File: config.mk
export PLATFORM = sky130hd
export DESIGN_NAME = loop_filter_reconstruct_8x8_core
export DESIGN_NICKNAME = d
export VERILOG_FILES = /design/src/lfr8_pkg.sv /design/src/loop_filter_reconstruct_8x8_core.sv /design/src/lfr8_ctrl.sv /design/src/lfr8_dp.sv
export SDC_FILE = /design/constraint.sdc
export NUM_CORES = 2
export LEC_CHECK = 0
export BUFFER_PORTS_ARGS = -buffer_cell sky130_fd_sc_hd__buf_2
export CORE_AREA = 2 2 288 404
export CTS_CLUSTER_SIZE = 8
export DETAILED_ROUTE_END_ITERATION = 10
export DIE_AREA = 0 0 290 406
export PLACE_DENSITY = 0.81
export REMOVE_ABC_BUFFERS = 1
export SYNTH_ARGS = -nofsm -noshare
export SYNTH_HDL_FRONTEND = slang
export SYNTH_SLANG_ARGS = --single-unit
export TNS_END_PERCENT = 5
File: constraint.sdc
create_clock -name clk_i -period 23.5 [get_ports clk_i]
set_input_delay 3.525 -clock clk_i [delete_from_list [all_inputs] [get_ports clk_i]]
set_output_delay 3.525 -clock clk_i [all_outputs]
set_load 0.02 [all_outputs]
File: src/lfr8_pkg.sv
// ----------------------------------------------------------------------------
// lfr8_pkg
// Shared constants, types and helpers of the 8x8 loop filter reconstruction.
// ----------------------------------------------------------------------------
`default_nettype none

package lfr8_pkg;

  localparam int BLOCK_DIM = 8;
  localparam int NPIX      = BLOCK_DIM * BLOCK_DIM;
  localparam int PIX_W     = 8;
  localparam int RES_W     = 16;
  localparam int ROW_W     = BLOCK_DIM * PIX_W;
  localparam int COL_W     = $clog2(BLOCK_DIM);
  localparam int IDX_W     = $clog2(NPIX);
  // Rows shifted into the window: the full block plus one flush shift.
  localparam int FETCH_W   = $clog2(BLOCK_DIM + 2);

  localparam logic [COL_W-1:0]   DIM_LAST   = COL_W'(BLOCK_DIM - 1);
  localparam logic [IDX_W-1:0]   IDX_LAST   = IDX_W'(NPIX - 1);
  localparam logic [FETCH_W-1:0] FETCH_DONE = FETCH_W'(BLOCK_DIM + 1);
  localparam logic [FETCH_W-1:0] WIN_LAG    = FETCH_W'(2);

  // Rounding offsets and the output ceiling.
  localparam logic [11:0]        RND_INT  = 12'd8;
  localparam logic [9:0]         RND_EDGE = 10'd2;
  localparam logic [PIX_W-1:0]   PIX_MAX  = PIX_W'(255);

  typedef enum logic [1:0] {
    S_LOAD,
    S_READ,
    S_SHIFT,
    S_EMIT
  } state_e;

  typedef struct packed {
    logic              load;
    logic [IDX_W-1:0]  load_idx;
    logic              rd;
    logic [COL_W-1:0]  rd_row;
    logic              shift;
    logic              emit;
    logic [COL_W-1:0]  emit_row;
    logic [COL_W-1:0]  emit_col;
    logic              emit_last;
  } cmd_t;

  function automatic logic [PIX_W-1:0] pix_at(input logic [ROW_W-1:0] word,
                                              input logic [COL_W-1:0] col);
    return word[int'(col) * PIX_W +: PIX_W];
  endfunction

endpackage

`default_nettype wire

File: src/loop_filter_reconstruct_8x8_core.sv
// ----------------------------------------------------------------------------
// loop_filter_reconstruct_8x8_core
// 8x8 predictor loop filter (separable 1-2-1) with residual reconstruction.
// ----------------------------------------------------------------------------
// Usage:
//   Request channel: present ref_pixel_i, residual_i and coded_i with
//   start_i; a request is taken at a rising edge where start_i is high and
//   busy_o is low. Send the 64 pixels of a block in raster order; coded_i is
//   sampled from the first request of each block only.
//   Result channel: each result is on out_pixel_o for one cycle, marked by
//   strobe_o; last_o flags the 64th. The receiver cannot stall, so results
//   leave at a fixed schedule.
//   Timing: a pixel can be loaded every cycle while busy_o is low. After the
//   64th request busy_o is high during the filter pass: the pixel row memory
//   delivers one row per read, and each row costs a read, a window shift and
//   the filtering of its eight pixels. The first result passes the filter
//   and output registers once two rows are in the window, the last one
//   appears in the cycle after busy_o falls; the next block may already load then.
//   Reset: clears the sequencer, the coded flag and the result flags; the
//   stores are not cleared, and every entry is written before it is read.
// ----------------------------------------------------------------------------
`default_nettype none

module loop_filter_reconstruct_8x8_core
  import lfr8_pkg::*;
(
  input  wire logic                    clk_i,
  input  wire logic                    rst_ni,
  input  wire logic                    start_i,
  output logic                         busy_o,
  input  wire logic [PIX_W-1:0]        ref_pixel_i,
  input  wire logic signed [RES_W-1:0] residual_i,
  input  wire logic                    coded_i,
  output logic                         strobe_o,
  output logic [PIX_W-1:0]             out_pixel_o,
  output logic                         last_o
);

  // Sequencer commands into the datapath.
  cmd_t cmd;

  // Walk load, row fetch and column emit.
  lfr8_ctrl u_ctrl (
    .clk_i   (clk_i),
    .rst_ni  (rst_ni),
    .start_i (start_i),
    .busy_o  (busy_o),
    .cmd_o   (cmd)
  );

  // Hold the stores, filter the window and drive the result registers.
  lfr8_dp u_dp (
    .clk_i       (clk_i),
    .rst_ni      (rst_ni),
    .cmd_i       (cmd),
    .ref_pixel_i (ref_pixel_i),
    .residual_i  (residual_i),
    .coded_i     (coded_i),
    .out_pixel_o (out_pixel_o),
    .last_o      (last_o),
    .strobe_o    (strobe_o)
  );

endmodule

`default_nettype wire

File: src/lfr8_ctrl.sv
// ----------------------------------------------------------------------------
// lfr8_ctrl
// Sequencer: load count, row fetch count and column walk of the filter pass.
// ----------------------------------------------------------------------------
`default_nettype none

module lfr8_ctrl
  import lfr8_pkg::*;
(
  input  wire logic clk_i,
  input  wire logic rst_ni,
  input  wire logic start_i,
  output logic      busy_o,
  output cmd_t      cmd_o
);

  state_e              state_q, state_d;
  logic [IDX_W-1:0]    load_cnt_q, load_cnt_d;
  logic [FETCH_W-1:0]  fetch_cnt_q, fetch_cnt_d;
  logic [COL_W-1:0]    col_q, col_d;
  logic [FETCH_W-1:0]  emit_row_full;

  always_ff @(posedge clk_i or negedge rst_ni) begin
    if (!rst_ni) begin
      state_q     <= S_LOAD;
      load_cnt_q  <= '0;
      fetch_cnt_q <= '0;
      col_q       <= '0;
    end else begin
      state_q     <= state_d;
      load_cnt_q  <= load_cnt_d;
      fetch_cnt_q <= fetch_cnt_d;
      col_q       <= col_d;
    end
  end

  // The emitted row trails the rows shifted into the window by two.
  assign emit_row_full = fetch_cnt_q - WIN_LAG;

  always_comb begin
    state_d     = state_q;
    load_cnt_d  = load_cnt_q;
    fetch_cnt_d = fetch_cnt_q;
    col_d       = col_q;
    busy_o      = 1'b1;
    cmd_o       = '0;
    cmd_o.load_idx  = load_cnt_q;
    cmd_o.rd_row    = fetch_cnt_q[COL_W-1:0];
    cmd_o.emit_row  = emit_row_full[COL_W-1:0];
    cmd_o.emit_col  = col_q;
    unique case (state_q)
      S_LOAD: begin
        busy_o = 1'b0;
        if (start_i) begin
          cmd_o.load = 1'b1;
          load_cnt_d = load_cnt_q + 1'b1;
          if (load_cnt_q == IDX_LAST) begin
            fetch_cnt_d = '0;
            state_d     = S_READ;
          end
        end
      end
      S_READ: begin
        cmd_o.rd = 1'b1;
        state_d  = S_SHIFT;
      end
      S_SHIFT: begin
        cmd_o.shift = 1'b1;
        fetch_cnt_d = fetch_cnt_q + 1'b1;
        col_d       = '0;
        // The first row only primes the window; fetch the second one too.
        state_d     = (fetch_cnt_q == '0) ? S_READ : S_EMIT;
      end
      S_EMIT: begin
        cmd_o.emit      = 1'b1;
        cmd_o.emit_last = (cmd_o.emit_row == DIM_LAST) && (col_q == DIM_LAST);
        col_d           = col_q + 1'b1;
        if (col_q == DIM_LAST) begin
          state_d = (fetch_cnt_q == FETCH_DONE) ? S_LOAD : S_READ;
        end
      end
      default: begin
        state_d = S_LOAD;
      end
    endcase
  end

endmodule

`default_nettype wire

File: src/lfr8_dp.sv
// ----------------------------------------------------------------------------
// lfr8_dp
// Datapath: pixel row memory, residual memory, three-row window, 1-2-1
// filter stage and residual add with saturation.
// ----------------------------------------------------------------------------
`default_nettype none

module lfr8_dp
  import lfr8_pkg::*;
(
  input  wire logic                    clk_i,
  input  wire logic                    rst_ni,
  input  wire cmd_t                    cmd_i,
  input  wire logic [PIX_W-1:0]        ref_pixel_i,
  input  wire logic signed [RES_W-1:0] residual_i,
  input  wire logic                    coded_i,
  output logic [PIX_W-1:0]             out_pixel_o,
  output logic                         last_o,
  output logic                         strobe_o
);

  logic [ROW_W-1:0]        pix_mem [BLOCK_DIM];
  logic [RES_W-1:0]        res_mem [NPIX];

  logic [ROW_W-PIX_W-1:0]  row_buf_q;
  logic [ROW_W-1:0]        rd_word_q;
  logic [ROW_W-1:0]        win0_q, win1_q, win2_q;
  logic [RES_W-1:0]        res_q;
  logic                    coded_q;

  logic [PIX_W-1:0]        filt_q;
  logic                    v1_q, last1_q, coded1_q;
  logic [PIX_W-1:0]        out_q;
  logic                    strobe_q, last_q;

  logic [COL_W-1:0]        load_col;
  logic [COL_W-1:0]        col_m, col_p;
  logic [9:0]              vs_m, vs_c, vs_p, hsum;
  logic [11:0]             isum;
  logic [9:0]              vsum_r;
  logic                    redge, cedge;
  logic [PIX_W-1:0]        filt_d;
  logic signed [RES_W:0]   sum_s;
  logic [PIX_W-1:0]        out_d;

  assign load_col = cmd_i.load_idx[COL_W-1:0];

  // Memories: one row write per eight pixels, one residual per pixel.
  always_ff @(posedge clk_i) begin
    if (cmd_i.load) begin
      res_mem[cmd_i.load_idx] <= residual_i;
      if (load_col == DIM_LAST) begin
        pix_mem[cmd_i.load_idx[IDX_W-1:COL_W]] <= {ref_pixel_i, row_buf_q};
      end else begin
        row_buf_q[int'(load_col) * PIX_W +: PIX_W] <= ref_pixel_i;
      end
    end
    if (cmd_i.rd) begin
      rd_word_q <= pix_mem[cmd_i.rd_row];
    end
    if (cmd_i.emit) begin
      res_q <= res_mem[{cmd_i.emit_row, cmd_i.emit_col}];
    end
  end

  // Advance the row window.
  always_ff @(posedge clk_i) begin
    if (cmd_i.shift) begin
      win0_q <= win1_q;
      win1_q <= win2_q;
      win2_q <= rd_word_q;
    end
  end

  // Filter on the window; wrapped neighbor columns are used only where
  // the position is not on that border.
  function automatic logic [9:0] vsum(input logic [ROW_W-1:0] a,
                                     input logic [ROW_W-1:0] b,
                                     input logic [ROW_W-1:0] c,
                                     input logic [COL_W-1:0] col);
    return {2'b00, pix_at(a, col)} + {1'b0, pix_at(b, col), 1'b0}
         + {2'b00, pix_at(c, col)};
  endfunction

  always_comb begin
    col_m  = cmd_i.emit_col - 1'b1;
    col_p  = cmd_i.emit_col + 1'b1;
    vs_m   = vsum(win0_q, win1_q, win2_q, col_m);
    vs_c   = vsum(win0_q, win1_q, win2_q, cmd_i.emit_col);
    vs_p   = vsum(win0_q, win1_q, win2_q, col_p);
    isum   = {2'b00, vs_m} + {1'b0, vs_c, 1'b0} + {2'b00, vs_p} + RND_INT;
    hsum   = vsum(win1_q, win1_q, win1_q, '0) & '0;
    hsum   = {2'b00, pix_at(win1_q, col_m)} + {1'b0, pix_at(win1_q, cmd_i.emit_col), 1'b0}
           + {2'b00, pix_at(win1_q, col_p)} + RND_EDGE;
    vsum_r = vs_c + RND_EDGE;
    redge  = (cmd_i.emit_row == '0) || (cmd_i.emit_row == DIM_LAST);
    cedge  = (cmd_i.emit_col == '0) || (cmd_i.emit_col == DIM_LAST);
    if (redge && cedge) begin
      filt_d = pix_at(win1_q, cmd_i.emit_col);
    end else if (redge) begin
      filt_d = hsum[9:2];
    end else if (cedge) begin
      filt_d = vsum_r[9:2];
    end else begin
      filt_d = isum[11:4];
    end
  end

  // Residual add and saturation.
  always_comb begin
    sum_s = signed'({{(RES_W + 1 - PIX_W){1'b0}}, filt_q}) + {res_q[RES_W-1], res_q};
    if (!coded1_q) begin
      out_d = filt_q;
    end else if (sum_s < 0) begin
      out_d = '0;
    end else if (sum_s > signed'({{(RES_W + 1 - PIX_W){1'b0}}, PIX_MAX})) begin
      out_d = PIX_MAX;
    end else begin
      out_d = sum_s[PIX_W-1:0];
    end
  end

  always_ff @(posedge clk_i) begin
    if (cmd_i.emit) begin
      filt_q <= filt_d;
    end
    if (v1_q) begin
      out_q <= out_d;
    end
  end

  always_ff @(posedge clk_i or negedge rst_ni) begin
    if (!rst_ni) begin
      coded_q  <= 1'b0;
      v1_q     <= 1'b0;
      last1_q  <= 1'b0;
      coded1_q <= 1'b0;
      strobe_q <= 1'b0;
      last_q   <= 1'b0;
    end else begin
      if (cmd_i.load && (cmd_i.load_idx == '0)) begin
        coded_q <= coded_i;
      end
      v1_q     <= cmd_i.emit;
      last1_q  <= cmd_i.emit_last;
      if (cmd_i.emit) begin
        coded1_q <= coded_q;
      end
      strobe_q <= v1_q;
      last_q   <= v1_q && last1_q;
    end
  end

  assign out_pixel_o = out_q;
  assign last_o      = last_q;
  assign strobe_o    = strobe_q;

endmodule

`default_nettype wire

==> results.ini <==
[outcome]
status = complete, no violations

[cts]
cts_buffer_depth = 4
clock-sinks = 1901
post-cts-setup-buffers = 0
cts_resized = 0
cts.hold.buffers_added = 0
worstSkewPairLatency_ns = 0.92
cts_tree = yes
h-tree-depth = 5
cts.clk_slew.worst_paths_ns = 0.05
numCtsBuffers = 287
root_buffer = clkbuf_16

[route]
first_iter_violations = 4976
antenna_left = 0
wl_um = 191000
vias_per_cell = 7.27
drt-wirelength-per-cell_um = 36.5
drc = 0
via_count = 37960
first_pass_iters = 7

[synth]
synth_cells = 3456
avgSynthCellArea_sq_um = 22.3
synthTopCellsByCount = edfxtp_1 (1880), mux4_2 (580), nor2_1 (122)
synth-seq-cells = 1901
ys_async_sr_fraction = 0.0110
yosysTopAreaCellShare = 0.731
yosysMostFrequentCell = edfxtp_1
yosys.area.top_type = edfxtp_1
syn_area_sq_um = 77200
synth-edff-count = 1880
ys.flop_type = edfxtp_1
yosys-top-cells-area = edfxtp_1 (73%), mux4_2 (17%), mux2_2 (1.7%)
ys_types = 63
ys_seq_area_frac = 0.738
synth_warnings = 0

[sta]
layout_min_cycle_time_ns = 8.52
slew_violations = 0
max-slew-margin-rel = 0.0921
fin_ws_ns = 14.98
setup_viol = 0
fmax_mhz = 117
whs_ns = 0.412
tightestPinTransition_ns = 1.36
grt_setup_unrepaired = no
setup_tns_ns = 0
period_share = 0.363
skew_ns = 0.0581
final_hold_viol_count = 0

[critical_path]
worstPathCellList = buf_4 -> mux4_2 -> mux2_2 -> fa_1 -> fa_1 -> a211oi_1 -> o21ai_0 -> a221oi_1 -> inv_1 -> fa_1 -> inv_1 -> ha_1 -> fa_1 -> inv_1 -> fa_1 -> inv_1 -> ha_1 -> nand2_1 -> o21ai_0 -> nor2_1 -> o21bai_1 -> xor2_1 -> a221oi_1
crit_family = adder cells
cpMaxStageDelayCell = buf_4
critPathKind = reg -> reg
crit_cells = 23
critical-path-max-stage-delay_ns = 0.94
path_common_cell = fa_1
crit_arrival_ns = 9.13
critPathMaxFanout = 68
cp_num_buf_inv = 5
reg2reg_slack_ns = 14.98
timing.rr.end = u_dp.filt_q[7]$_DFFE_PP_
end_kind = register
r2r_start = u_ctrl.col_q[0]$_DFFE_PN0P_
setup.worst_path.start_class = register
reg2reg_depth = 23
startpoint = u_ctrl.col_q[0]$_DFFE_PN0P_
critPathRequiredTime_ns = 24.10

[layout]
fin_nets = 3834
area_delta_synth_final_pct = 12.4
drive_gt1_frac = 0.313
fin_area_sq_um = 86800
fill_cells = 5512
finalNonFillerCells = 5222

[pwr]
p_per_area_nw_per_um2 = 84.1
ir_drop_uv = 89.5
p_leak_nw = 28.3

[grt]
gr-usage-all-layers = 0.335
antenna_found_initial = 9
overflow = 0
grt_pass1_vias = 40733
grt_max_degree = 114
grt_first_pass_wirelength_um = 279000

[die]
die-area_sq_um = 118000
die_x_um = 290
io_pins = 39
rows = 147
coreArea_sq_um = 114000
initial_core_util = 0.676
dieHeight_um = 406

[placed_design]
finalWeightedCongestion = 0.883
placedCellCount = 4897
io_buffers = 38
dp_hpwl_um = 102000
dpl_cell_area_sq_um = 79300
dp_slack_ns = 14.97

[worst_hold_path]
holdCritStartpoint = u_dp.rd_word_q[60]$_DFFE_PN_
hold_path_end = u_dp.win2_q[60]$_DFFE_PP_
holdPathStages = 0
min_path_type = reg -> reg

[flow_run]
cap_violations = 0

## flip-flops by register name, summed over array words and instances, names as in the netlist, 4 cells and up
name / count
u_dp.rd_word_q: 64
u_dp.pix_mem: 512
u_ctrl.load_cnt_q: 6
u_dp.res_mem: 1024
u_dp.win1_q: 64
u_dp.row_buf_q: 56
u_dp.out_pixel_o: 8
u_ctrl.fetch_cnt_q: 4
u_dp.win2_q: 64
u_dp.res_q: 16
u_dp.filt_q: 8
u_dp.win0_q: 64
## logic make-up after synthesis
logic type	after synthesis	synth area share
compound gates	121	0.00998
simple gates	291	0.0183
flops	1901	0.738
buf+inv	250	0.0139
fa+ha+maj	110	0.0230
mux	755	0.194
xor+xnor	28	0.00342
## final cells by class
class | instances | area, sq um | area share
antenna | 2 | 5.00 | 0.0000576
clock inverter | 10 | 105 | 0.00121
multi-input combinational | 1305 | 19300 | 0.223
timing repair buffer | 117 | 808 | 0.00931
inverter | 84 | 320 | 0.00369
sequential | 1901 | 57000 | 0.656
clock buffer | 313 | 7390 | 0.0851
tap | 1490 | 1860 | 0.0215
## where the power goes
group          leakage (nW)  total (mW)  switching, mW  internal [mW]
registers              17.2        3.71        0.00144           3.71
logic                  7.42      0.0454         0.0411        0.00427
clock network          3.67        3.54           1.36           2.18
## routing by layer
metal / global-route usage / wire length [um]
met5: 0 / 88
met4: 0.193 / 12300
met3: 0.0662 / 15300
met2: 0.587 / 102000
met1: 0.389 / 61300
## layout by cell type, fill, tap and decap left out, types with 16 or more instances in the layout
| cell type | instances |
|---|---|
| a21oi_1 | 30 |
| and2_1 | 53 |
| mux2i_1 | 56 |
| ha_1 | 55 |
| fa_1 | 53 |
| mux2_2 | 117 |
| xnor2_1 | 17 |
| buf_4 | 77 |
| edfxtp_1 | 1880 |
| o21ai_0 | 39 |
| inv_1 | 83 |
| nor2_2 | 22 |
| nand2_1 | 38 |
| buf_2 | 38 |
| clkbuf_1 | 21 |
| nand3_1 | 16 |
| mux4_2 | 580 |
| nor2_1 | 92 |
| clkbuf_16 | 292 |
## how the worst max path moves through the flow
stage | to | slack [ns]
2_1_floorplan | u_dp.filt_q[7]$_DFFE_PP_ | 2.57
3_3_place_gp | u_dp.filt_q[7]$_DFFE_PP_ | 15.02
3_5_place_dp | u_dp.filt_q[7]$_DFFE_PP_ | 14.97
4_1_cts | u_dp.filt_q[7]$_DFFE_PP_ | 14.96
5_1_grt | u_dp.filt_q[7]$_DFFE_PP_ | 14.42
6_report | u_dp.filt_q[7]$_DFFE_PP_ | 14.98
## metrics by stage
step | power [mW] | util
floorplan | 3.78 | -
global placement | 3.81 | 0.695
detailed placement | 3.82 | 0.695
CTS | 7.33 | 0.760
global route | 7.45 | 0.760
finish | 7.30 | 0.760
Power figures use the tool's default switching activity.
